### config.mk
export PLATFORM = sky130hd
export DESIGN_NAME = life_generation_row_stream
export DESIGN_NICKNAME = d
export VERILOG_FILES = /design/src/design/lgrs_pkg.sv /design/src/design/lgrs_cell_lane.sv /design/src/design/lgrs_row_evolve.sv /design/src/design/lgrs_out_fifo.sv /design/src/design/life_generation_row_stream.sv
export SDC_FILE = /design/constraint.sdc
export NUM_CORES = 2
export LEC_CHECK = 0
export BUFFER_PORTS_ARGS = -buffer_cell sky130_fd_sc_hd__buf_2
export CAP_MARGIN = 20
export CORE_MARGIN = 2
export CORE_UTILIZATION = 62
export CTS_BUF_LIST = sky130_fd_sc_hd__clkbuf_4
export CTS_CLUSTER_DIAMETER = 30
export DETAILED_ROUTE_END_ITERATION = 12
export PLACE_DENSITY = 0.84
export RECOVER_POWER = 100
export SETUP_SLACK_MARGIN = 0.02
export SLEW_MARGIN = 20
export SYNTH_ARGS = -nofsm -noshare
export SYNTH_HDL_FRONTEND = slang
export SYNTH_SLANG_ARGS = --single-unit
### constraint.sdc
create_clock -name clk -period 7 [get_ports clk]
set_input_delay 0.35 -clock clk [delete_from_list [all_inputs] [get_ports clk]]
set_output_delay 0.35 -clock clk [all_outputs]
set_load 0.05 [all_outputs]
### src/design/lgrs_pkg.sv
// Shared types and constants for the Life generation row stream block.
package lgrs_pkg;

  localparam int ROW_BITS      = 64;
  localparam int WIDTH_BITS    = 7;
  localparam int MAX_WIDTH_DEF = 64;

  localparam logic [WIDTH_BITS-1:0] WIDTH_RESET = 7'd8;

  localparam logic [3:0] BIRTH_COUNT  = 4'd3;
  localparam logic [3:0] SURVIVE_LOW  = 4'd2;
  localparam logic [3:0] SURVIVE_HIGH = 4'd3;

  localparam int FIFO_DEPTH    = 4;
  localparam int FIFO_PTR_BITS = 2;
  localparam int FIFO_CNT_BITS = 3;

  typedef struct packed {
    logic [ROW_BITS-1:0] cells;
    logic                is_last;
    logic                edge_alive;
  } result_t;

endpackage

### src/design/lgrs_cell_lane.sv
// One cell lane: neighbor count and the B3/S23 rule.
module lgrs_cell_lane (
  input  logic [7:0] nbr,
  input  logic       self_alive,
  output logic       alive_next
);

  logic [3:0] n;

  always_comb begin
    n = 4'd0;
    for (int k = 0; k < 8; k++) begin
      n = n + {3'b000, nbr[k]};
    end
  end

  assign alive_next = self_alive ? ((n == lgrs_pkg::SURVIVE_LOW) || (n == lgrs_pkg::SURVIVE_HIGH))
                                 : (n == lgrs_pkg::BIRTH_COUNT);

endmodule

### src/design/lgrs_row_evolve.sv
// Row of parallel cell lanes computing the next generation of the middle row.
module lgrs_row_evolve #(
  parameter int MAX_WIDTH = lgrs_pkg::MAX_WIDTH_DEF
) (
  input  logic [MAX_WIDTH-1:0] up,
  input  logic [MAX_WIDTH-1:0] mid,
  input  logic [MAX_WIDTH-1:0] down,
  input  logic [MAX_WIDTH-1:0] mask,
  output logic [MAX_WIDTH-1:0] nxt
);

  logic [MAX_WIDTH+1:0] pad_up;
  logic [MAX_WIDTH+1:0] pad_mid;
  logic [MAX_WIDTH+1:0] pad_down;

  assign pad_up   = {1'b0, up, 1'b0};
  assign pad_mid  = {1'b0, mid, 1'b0};
  assign pad_down = {1'b0, down, 1'b0};

  for (genvar i = 0; i < MAX_WIDTH; i++) begin : g_lane
    logic alive;
    lgrs_cell_lane u_lane (
      .nbr        ({pad_up[i+2:i], pad_mid[i+2], pad_mid[i], pad_down[i+2:i]}),
      .self_alive (mid[i]),
      .alive_next (alive)
    );
    assign nxt[i] = alive & mask[i];
  end

endmodule

### src/design/lgrs_out_fifo.sv
// Result queue taking up to two transactions per cycle and draining one per cycle while the receiver is ready.
module lgrs_out_fifo (
  input  logic                clk,
  input  logic                rst,
  input  logic [1:0]          push_n,
  input  lgrs_pkg::result_t   wr0,
  input  lgrs_pkg::result_t   wr1,
  output logic                room,
  output logic                out_valid,
  input  logic                out_ready,
  output lgrs_pkg::result_t   out_data
);

  lgrs_pkg::result_t                     mem [lgrs_pkg::FIFO_DEPTH];
  logic [lgrs_pkg::FIFO_PTR_BITS-1:0]    wptr;
  logic [lgrs_pkg::FIFO_PTR_BITS-1:0]    rptr;
  logic [lgrs_pkg::FIFO_CNT_BITS-1:0]    count;
  logic [lgrs_pkg::FIFO_CNT_BITS-1:0]    count_next;
  logic                                  pop;

  assign out_valid  = (count != '0);
  assign out_data   = mem[rptr];
  assign pop        = out_valid & out_ready;
  assign room       = (count <= lgrs_pkg::FIFO_CNT_BITS'(lgrs_pkg::FIFO_DEPTH - 2));
  assign count_next = count + lgrs_pkg::FIFO_CNT_BITS'(push_n)
                            - lgrs_pkg::FIFO_CNT_BITS'(pop);

  always_ff @(posedge clk) begin
    if (rst) begin
      wptr  <= '0;
      rptr  <= '0;
      count <= '0;
    end else begin
      wptr  <= wptr + lgrs_pkg::FIFO_PTR_BITS'(push_n);
      rptr  <= rptr + lgrs_pkg::FIFO_PTR_BITS'(pop);
      count <= count_next;
    end
  end

  always_ff @(posedge clk) begin
    if (push_n != 2'd0) begin
      mem[wptr] <= wr0;
    end
    if (push_n == 2'd2) begin
      mem[wptr + lgrs_pkg::FIFO_PTR_BITS'(1)] <= wr1;
    end
  end

  a_no_overflow: assert property (@(posedge clk) disable iff (rst)
    count <= lgrs_pkg::FIFO_CNT_BITS'(lgrs_pkg::FIFO_DEPTH))
    else $error("result queue overflow");

endmodule

### src/design/life_generation_row_stream.sv
// Top level: streaming one-generation Life engine over a bounded board.
//
// Input channel s_axis carries one board row per transaction, top to bottom:
// tdata bit i is column i, tuser marks the top row, tlast the bottom row.
// Output channel m_axis carries rows of the next generation: tdata is the
// row, tlast marks its bottom row, tuser flags a live border cell (bottom
// row only). Each row after the top emits the new row above it; the bottom
// row emits one more, so a board of N rows yields N results.
// cfg_wr_en/cfg_wr_data set the board width (columns in use); write it only
// while the block is idle.
// Throughput: one input row per cycle while s_axis_tready is high; the bottom
// row yields two results, which the single-result output port sends one at a
// time. Results are written into the result queue when the row that causes
// them is taken, and m_axis presents them from the queue in order.
// A four-entry result queue separates the channels: s_axis_tready stays high
// while the queue has room for two results, so a stalled receiver stops
// input once fewer than two entries are free.
// Reset clears the held rows, the queue and sets the width to 8.
module life_generation_row_stream #(
  parameter int MAX_WIDTH = lgrs_pkg::MAX_WIDTH_DEF
) (
  input  logic                               clk,
  input  logic                               rst,
  input  logic                               cfg_wr_en,
  input  logic [lgrs_pkg::WIDTH_BITS-1:0]    cfg_wr_data,   // board_width
  input  logic                               s_axis_tvalid,
  output logic                               s_axis_tready,
  input  logic [lgrs_pkg::ROW_BITS-1:0]      s_axis_tdata,  // row_cells
  input  logic                               s_axis_tuser,  // first_row
  input  logic                               s_axis_tlast,
  output logic                               m_axis_tvalid,
  input  logic                               m_axis_tready,
  output logic [lgrs_pkg::ROW_BITS-1:0]      m_axis_tdata,  // next_row_cells
  output logic                               m_axis_tuser,  // edge_alive
  output logic                               m_axis_tlast
);

  localparam int WB = lgrs_pkg::WIDTH_BITS;

  logic [WB-1:0]        board_width;
  logic [MAX_WIDTH-1:0] row_above;
  logic [MAX_WIDTH-1:0] row_middle;
  logic                 have_middle;
  logic                 middle_is_top;
  logic                 edge_seen;

  logic [MAX_WIDTH-1:0] row_above_next;
  logic [MAX_WIDTH-1:0] row_middle_next;
  logic                 have_middle_next;
  logic                 middle_is_top_next;
  logic                 edge_seen_next;

  logic [WB-1:0]        used_w;
  logic [MAX_WIDTH-1:0] width_mask;
  logic [MAX_WIDTH-1:0] border;
  logic [MAX_WIDTH-1:0] row_in;
  logic [MAX_WIDTH-1:0] last_up;
  logic [MAX_WIDTH-1:0] nxt_mid;
  logic [MAX_WIDTH-1:0] nxt_last;
  logic                 fire;
  logic                 restart;
  logic                 edge_mid;
  logic                 edge_final;
  logic [1:0]           push_n;
  logic                 room;
  lgrs_pkg::result_t    res_mid;
  lgrs_pkg::result_t    res_last;
  lgrs_pkg::result_t    wr0;
  lgrs_pkg::result_t    out_data;

  assign used_w = (board_width > WB'(MAX_WIDTH)) ? WB'(MAX_WIDTH) : board_width;

  for (genvar i = 0; i < MAX_WIDTH; i++) begin : g_mask
    assign width_mask[i] = (WB'(i) < used_w);
    assign border[i]     = (used_w != '0) && ((i == 0) || (WB'(i) == used_w - WB'(1)));
  end

  assign s_axis_tready = room;
  assign fire          = s_axis_tvalid & s_axis_tready;
  assign row_in        = s_axis_tdata[MAX_WIDTH-1:0] & width_mask;
  assign restart       = s_axis_tuser | ~have_middle;
  assign last_up       = restart ? '0 : row_middle;

  lgrs_row_evolve #(.MAX_WIDTH(MAX_WIDTH)) u_evolve_mid (
    .up   (row_above),
    .mid  (row_middle),
    .down (row_in),
    .mask (width_mask),
    .nxt  (nxt_mid)
  );

  lgrs_row_evolve #(.MAX_WIDTH(MAX_WIDTH)) u_evolve_last (
    .up   (last_up),
    .mid  (row_in),
    .down ('0),
    .mask (width_mask),
    .nxt  (nxt_last)
  );

  // merge lane results into border flags
  assign edge_mid   = edge_seen | (middle_is_top & (|nxt_mid)) | (|(nxt_mid & border));
  assign edge_final = (restart ? 1'b0 : edge_mid) | (|nxt_last);

  assign res_mid  = '{cells: lgrs_pkg::ROW_BITS'(nxt_mid), is_last: 1'b0, edge_alive: 1'b0};
  assign res_last = '{cells: lgrs_pkg::ROW_BITS'(nxt_last), is_last: 1'b1,
                      edge_alive: edge_final};
  assign wr0      = restart ? res_last : res_mid;
  assign push_n   = fire ? ({1'b0, ~restart} + {1'b0, s_axis_tlast}) : 2'd0;

  always_comb begin
    row_above_next     = row_above;
    row_middle_next    = row_middle;
    have_middle_next   = have_middle;
    middle_is_top_next = middle_is_top;
    edge_seen_next     = edge_seen;
    if (fire) begin
      if (s_axis_tlast) begin
        row_above_next     = '0;
        row_middle_next    = '0;
        have_middle_next   = 1'b0;
        middle_is_top_next = 1'b0;
        edge_seen_next     = 1'b0;
      end else if (restart) begin
        row_above_next     = '0;
        row_middle_next    = row_in;
        have_middle_next   = 1'b1;
        middle_is_top_next = 1'b1;
        edge_seen_next     = 1'b0;
      end else begin
        row_above_next     = row_middle;
        row_middle_next    = row_in;
        middle_is_top_next = 1'b0;
        edge_seen_next     = edge_mid;
      end
    end
  end

  always_ff @(posedge clk) begin
    if (rst) begin
      board_width   <= lgrs_pkg::WIDTH_RESET;
      row_above     <= '0;
      row_middle    <= '0;
      have_middle   <= 1'b0;
      middle_is_top <= 1'b0;
      edge_seen     <= 1'b0;
    end else begin
      if (cfg_wr_en) begin
        board_width <= cfg_wr_data;
      end
      row_above     <= row_above_next;
      row_middle    <= row_middle_next;
      have_middle   <= have_middle_next;
      middle_is_top <= middle_is_top_next;
      edge_seen     <= edge_seen_next;
    end
  end

  lgrs_out_fifo u_out_fifo (
    .clk       (clk),
    .rst       (rst),
    .push_n    (push_n),
    .wr0       (wr0),
    .wr1       (res_last),
    .room      (room),
    .out_valid (m_axis_tvalid),
    .out_ready (m_axis_tready),
    .out_data  (out_data)
  );

  assign m_axis_tdata = out_data.cells;
  assign m_axis_tlast = out_data.is_last;
  assign m_axis_tuser = out_data.edge_alive;

  a_edge_only_last: assert property (@(posedge clk) disable iff (rst)
    (m_axis_tvalid && m_axis_tuser) |-> m_axis_tlast)
    else $error("border flag on a result that is not the bottom row");

  a_idle_clean: assert property (@(posedge clk) disable iff (rst)
    !have_middle |-> (!middle_is_top && !edge_seen && row_above == '0))
    else $error("stale board state with no pending row");

  a_last_closes: assert property (@(posedge clk) disable iff (rst)
    (fire && s_axis_tlast) |=> !have_middle)
    else $error("bottom row left a board open");

  a_top_opens: assert property (@(posedge clk) disable iff (rst)
    (fire && s_axis_tuser && !s_axis_tlast) |=> (have_middle && middle_is_top))
    else $error("top row did not open a board");

endmodule

== Word level (Yosys, flattened, before mapping) ==
Memory sizes are Yosys's and may differ from the RTL's. A register that Yosys moved wholly into a read port is not among the register bits.
Index checks and enable logic that the tools add are counted.
Cells by class
  $add $sub $neg: 700
  $lt $le $gt $ge: 66
  equal/unequal tests: 320
  muxes and demuxes: 145
  bitwise gates (word level): 139
  reduce and logical (&&, ||, !) cells: 199
Operators with widths (number)
  $add A4 B1 Y4: 312
  $eq A4 B2 Y1 const B: 252
  $add A3 B1 Y4: 126
  $add A2 B1 Y3: 128
  $add A1 B1 Y2: 128
  $eq A6 B7 Y1 const A: 32
  $lt A6 B7 Y1 const A: 32
  $mux W64: 3
  $reduce_or A64 Y1: 3
  $mux W1: 138
  $and A1 B1 Y1: 131
  $and A64 B64 Y64: 2
  $logic_or A1 B1 Y1: 128
  $eq A5 B7 Y1 const A: 16
  $lt A5 B7 Y1 const A: 16
  $mux W66: 1
  $logic_and A1 B1 Y1: 63
  $eq A4 B7 Y1 const A: 8
  $lt A4 B7 Y1 const A: 8
  $eq A3 B7 Y1 const A: 4
  $lt A3 B7 Y1 const A: 4
  $eq A2 B7 Y1 const A: 2
  $lt A1 B7 Y1 const A: 2
  $lt A2 B7 Y1 const A: 2
  19 further kinds: 28
Word-level totals
  register bits: 145
  bits in writable memories: 264
  input port bits: 78
  logic and storage cells: 1579
  memories kept: 1
Memory list
  u_out_fifo.mem: depth 4, width 66, read ports 1, clocked after memory_dff 1, write ports 2, RTL line lgrs_out_fifo.sv:14  | lgrs_pkg::result_t mem [lgrs_pkg::FIFO_DEPTH];

== Longest topological paths before layout ==
  word-level depth: 22
  mapped depth: 22
  depth with buffers taken out: 20

== Hierarchy ==
From an unflattened synthesis, not the netlist that was laid out.
Second synthesis, totals
  cell total of the unflattened synthesis: 4868
  area total of the unflattened synthesis: 47715.8 um2
Modules (own cells, without submodules)
  lgrs_cell_lane: times used 128, cells an instance 23, area each 200.2 um2, seq. area each 0.0 um2
  lgrs_out_fifo: times used 1, cells an instance 684, area each 13162.6 um2, seq. area each 8067.7 um2
  life_generation_row_stream: times used 1, cells an instance 1110, area each 8120.3 um2, seq. area each 2762.6 um2
  lgrs_row_evolve: times used 2, cells an instance 65, area each 404.1 um2, seq. area each 0.0 um2

== Least setup slack after synthesis ==
Ideal clock, no wire load.
  kind: register to register
  start point: register board_width[4]
  end point: memory u_out_fifo.mem[2][0] in the netlist's numbering (data pin)
  library setup time: 153 ps
  arrival: 5187 ps
  data required time: 6847 ps
  path slack: 1661 ps
  cell stages (with the launch flop): 20
  path buffers: 2
  clock period less this slack: 5339 ps
  cells stage by stage: dfxtp_1 > buf_6 > or3_1 > clkbuf_1 > o21ai_0 > fa_1 > fa_1 > inv_1 > ha_1 > inv_1 > fa_1 > a211oi_1 > mux2i_1 > a2111oi_0 > a221oi_1 > nand3_1 > nor2_1 > o311ai_1 > o21ai_1 > o22ai_1
RTL lines
  start: declaration: RTL line life_generation_row_stream.sv:40  | logic [WB-1:0] board_width;
  start signal: assignment: RTL line life_generation_row_stream.sv:140  | board_width <= lgrs_pkg::WIDTH_RESET;
  start signal: assignment: RTL line life_generation_row_stream.sv:148  | board_width <= cfg_wr_data;
  end: declaration: RTL line lgrs_out_fifo.sv:14

==> impl_metrics.tcl <==
set metrics [dict create \
    grt_max_degree 75 \
    regToRegSetupSlack_ns 0.21 \
    wl_per_cell_um 25.0 \
    worst_slew_pin_slew_ns 4.36 \
    crit_buf_inv 4 \
    r2r-start "board_width[5]$_SDFFE_PP0P_" \
    r2r_end "u_out_fifo.mem[0][0]$_DFFE_PP_" \
    timing.final.crit_share_pct 97.1 \
    total_power_mw 7.78 \
    synth_warnings 0 \
    critPathSlowestCell "a2111oi_0" \
    area_growth_pct 9.79 \
    ff_latch_area_sq_um 10800 \
    std_cell_rows 87 \
    synth.area.mux_share_pct 4.49 \
    hold_violations 0 \
    gp_congestion 1.02 \
    die_y_um 243 \
    drtPass1Iterations 9 \
    fin_nets 4409 \
    drv_cap 18 \
    cp.required_ns 7.74 \
    synth_area_sq_um 35600 \
    wl_met2_mm 49.6 \
    drt-initial-drc-count 3659 \
    end_kind "flip-flop" \
    syn-num-nets 4191 \
    drc_errors 0 \
    setup_viol 0 \
    synth-edff-count 260 \
    final_layout_size_suffix_gt1_share_pct 11.5 \
    dp.final_hpwl_mm 82.5 \
    syn-instance-count 3476 \
    seq_area_frac_synth_pct 30.4 \
    cp.arrival_ns 7.53 \
    syn_area_per_cell_sq_um 10.2 \
    synthAdderAreaFrac_pct 30.4 \
    clk_latency_ns 0.94 \
    cts_buffers 115 \
    dp.cells 4261 \
    antenna_found_initial 4 \
    p_leak_nw 16.8 \
    path_common_cell "fa_1" \
    synth_top_family_by_area "adder cells" \
    worstSetupEndpoint "u_out_fifo.mem[0][0]$_DFFE_PP_" \
    min_period_ns 6.79 \
    track_usage_pct 38.5 \
    routed_wl_mm 114 \
    viasPerCell 6.60 \
    cts_buffer_depth 3 \
    postRouteAntennaNets 0 \
    synth-compound-area-share_pct 14.1 \
    core_area_sq_um 56500 \
    clock_skew_ns 0.0777 \
    path_max_fanout 17 \
    ys_async_sr_fraction_pct 0 \
    multi_input_area_sq_um 21900 \
    tritoncts "yes" \
    yosysUniqueCellTypes 86 \
    clkSlewWorstSetupHoldPaths_ns 0.07 \
    grt.overflow.total 0 \
    status "complete, but fails checks" \
    pin_count 146 \
    synthSimpleGateAreaFrac_pct 12.5 \
    start_util_pct 62.9 \
    setup_tns_ns 0 \
    fmax_ghz 0.147 \
    finalMaxSlewViolations 759 \
    final_cells 4552 \
    fillers 4123 \
    cts.root.buffer_cell "clkbuf_4" \
    start_kind "flip-flop" \
    failed_checks "capacitance limit, slew limit" \
    cts_setup_buffers 0 \
    top_layer_used "met5" \
    cp_cell_sequence "clkbuf_1 > inv_2 > o21ai_0 > nand2_1 > fa_1 > fa_1 > inv_1 > ha_1 > inv_1 > fa_1 > a2111oi_0 > a2111oi_0 > nand3_1 > o21a_1 > nor3_2 > a21o_2 > o21ai_2" \
    grt_pass1_wl_mm 174 \
    synth_top_flop_cell "edfxtp_1" \
    io_buffer_count 145 \
    route.met3.wl_mm 16.4 \
    synth-xor-area-share_pct 0.123 \
    htreeDepth 3 \
    crit_cells 17 \
    vias 30100 \
    synth_seq_cells 409 \
    vdd_ir_drop_max_uv 251 \
    cts_resized 0 \
    power.density_nw_per_um2 199 \
    first_global_vias 29900 \
    startpoint "board_width[5]$_SDFFE_PP0P_" \
    rsz0062_at_grt "no" \
    max_slew_margin_pct -191 \
    dieArea_sq_um 59300 \
    crit_type "reg2reg" \
    slowest_delay_ns 1.26 \
    path_delay_family "compound AO/OA/AOI/OAI gates" \
    hold_class "in2reg" \
    clock_sinks 409 \
    ff2ff_path_depth 17 \
    fp.dieW_um 243 \
    wl_met1_mm 40.8 \
]
-- cell usage after synthesis, drive strengths merged (19+ instances only) --
| master | count | area (sq um) |
|---|---|---|
| fa | 379 | 7590 |
| o22ai | 261 | 1630 |
| nand3 | 34 | 170 |
| dfxtp | 149 | 2980 |
| ha | 258 | 3230 |
| nor3 | 35 | 198 |
| nor4 | 27 | 199 |
| nor2b | 39 | 244 |
| nand2b | 73 | 457 |
| nand4b | 32 | 293 |
| a211oi | 19 | 143 |
| a31oi | 20 | 131 |
| mux4 | 66 | 1490 |
| o21ai | 66 | 334 |
| inv | 539 | 2020 |
| nand2 | 195 | 732 |
| a22oi | 75 | 563 |
| nor2 | 272 | 1020 |
| clkbuf | 127 | 477 |
| or2 | 24 | 153 |
| buf | 64 | 354 |
| and2 | 23 | 144 |
| nand4 | 19 | 119 |
| a32oi | 47 | 412 |
| edfxtp | 260 | 7810 |
| a21oi | 162 | 815 |
-- metrics by stage --
stage | setup WS, ns | hold slack [ns] | util (%) | cell area (sq um)
after floorplan | 1.66 | 0.433 | - | 35600
after global routing | 0.0643 | 0.0417 | 69.1 | 39000
after detailed placement | 0.699 | 0.464 | 65.6 | 37100
after CTS | 0.637 | 0.00108 | 69.6 | 39300
after global placement | 0.795 | 0.450 | 65.6 | 37100
final | 0.206 | 0.00352 | 69.1 | 39000
-- routing by layer --
layer | vias to the layer above | global-route usage (%)
li1 | 12800 | -
met1 | 14600 | 51.6
met2 | 2236 | 56.6
met3 | 435 | 11.5
met4 | 6 | 20.7
met5 | - | 0
-- registers in the layout, summed over array words and instances, names as in the netlist --
| signal | cells |
|---|---|
| u_out_fifo.mem | 264 |
| row_above | 64 |
| row_middle | 64 |
| board_width | 7 |
| u_out_fifo.count | 3 |
| u_out_fifo.rptr | 2 |
| u_out_fifo.wptr | 2 |
| edge_seen | 1 |
| have_middle | 1 |
| middle_is_top | 1 |
-- cells in the final DEF, fill, tap and decap left out, drive strengths merged, types with 12 or more instances in the layout --
cell type    instances
nand2b              73
or2                 24
o211ai              18
nand4               19
ha                 258
nor3b               15
a21oi              162
nand4b              32
buf                118
nand3b              17
or4b                12
nor3                35
nand2              195
clkinv              37
o22ai              261
inv                544
nand3               34
a31oi               20
a211oi              19
fa                 379
clkbuf             277
o21ai               66
nor4                27
nor2b               39
a22oi               75
edfxtp             260
and2                23
nor2               272
a32oi               47
mux4                66
dlygate4sd3         72
dfxtp              149
-- report_power, final --
part	internal (mW)	switching, mW
Combinational	0.821	1.85
Clock	1.19	1.11
Sequential	2.69	0.125
Total	4.69	3.08
-- logic make-up (layout without fill, tap and decap cells) --
| logic type | Yosys count | in the layout |
|---|---|---|
| mux | 77 | 77 |
| fa+ha+maj | 637 | 637 |
| other cells | 0 | 1 |
| buf+inv | 730 | 1049 |
| xor+xnor | 5 | 5 |
| flops | 409 | 409 |
| simple gates | 859 | 859 |
| compound gates | 759 | 759 |
-- what timing repair did --
action                                  4_1_cts  5_1_grt
hold buffers                                 72        0
endpoints found under the setup margin        0        0
hold endpoints to repair                     63        0
-- how the worst min path moves through the flow --
stage / start / depth (start not counted) / to
5_1_grt: s_axis_tvalid / 4 / u_out_fifo.count[0]$_SDFF_PP0_
6_report: s_axis_tvalid / 4 / u_out_fifo.count[0]$_SDFF_PP0_
2_1_floorplan: u_out_fifo.mem[0][1]$_SDFFE_PP1P_ / 2 / u_out_fifo.mem[0][1]$_SDFFE_PP1P_
4_1_cts: s_axis_tvalid / 4 / u_out_fifo.count[0]$_SDFF_PP0_
3_3_place_gp: u_out_fifo.mem[1][1]$_SDFFE_PP1P_ / 2 / u_out_fifo.mem[1][1]$_SDFFE_PP1P_
3_5_place_dp: u_out_fifo.mem[2][1]$_SDFFE_PP1P_ / 2 / u_out_fifo.mem[2][1]$_SDFFE_PP1P_
-- worst reg2reg max path, stage by stage (launching register included) --
cell,delay (ns)
dfxtp_1,0.58
clkbuf_1,0.66
inv_2,0.18
o21ai_0,0.61
nand2_1,0.42
fa_1,0.63
fa_1,0.41
inv_1,0.07
ha_1,0.15
inv_1,0.05
fa_1,0.38
a2111oi_0,1.26
a2111oi_0,0.40
nand3_1,0.31
o21a_1,0.19
nor3_2,0.06
a21o_2,0.19
o21ai_2,0.05
-- cell type report --
class / count / share of cell area, %
clock buffer: 175 / 3.37
antenna: 1 / 0.00641
multi-input combinational: 2337 / 56.1
sequential: 409 / 27.7
clock inverter: 43 / 0.564
timing repair buffer: 292 / 4.67
inverter: 539 / 5.18
tap: 756 / 2.42
Power figures use the tool's default switching activity.
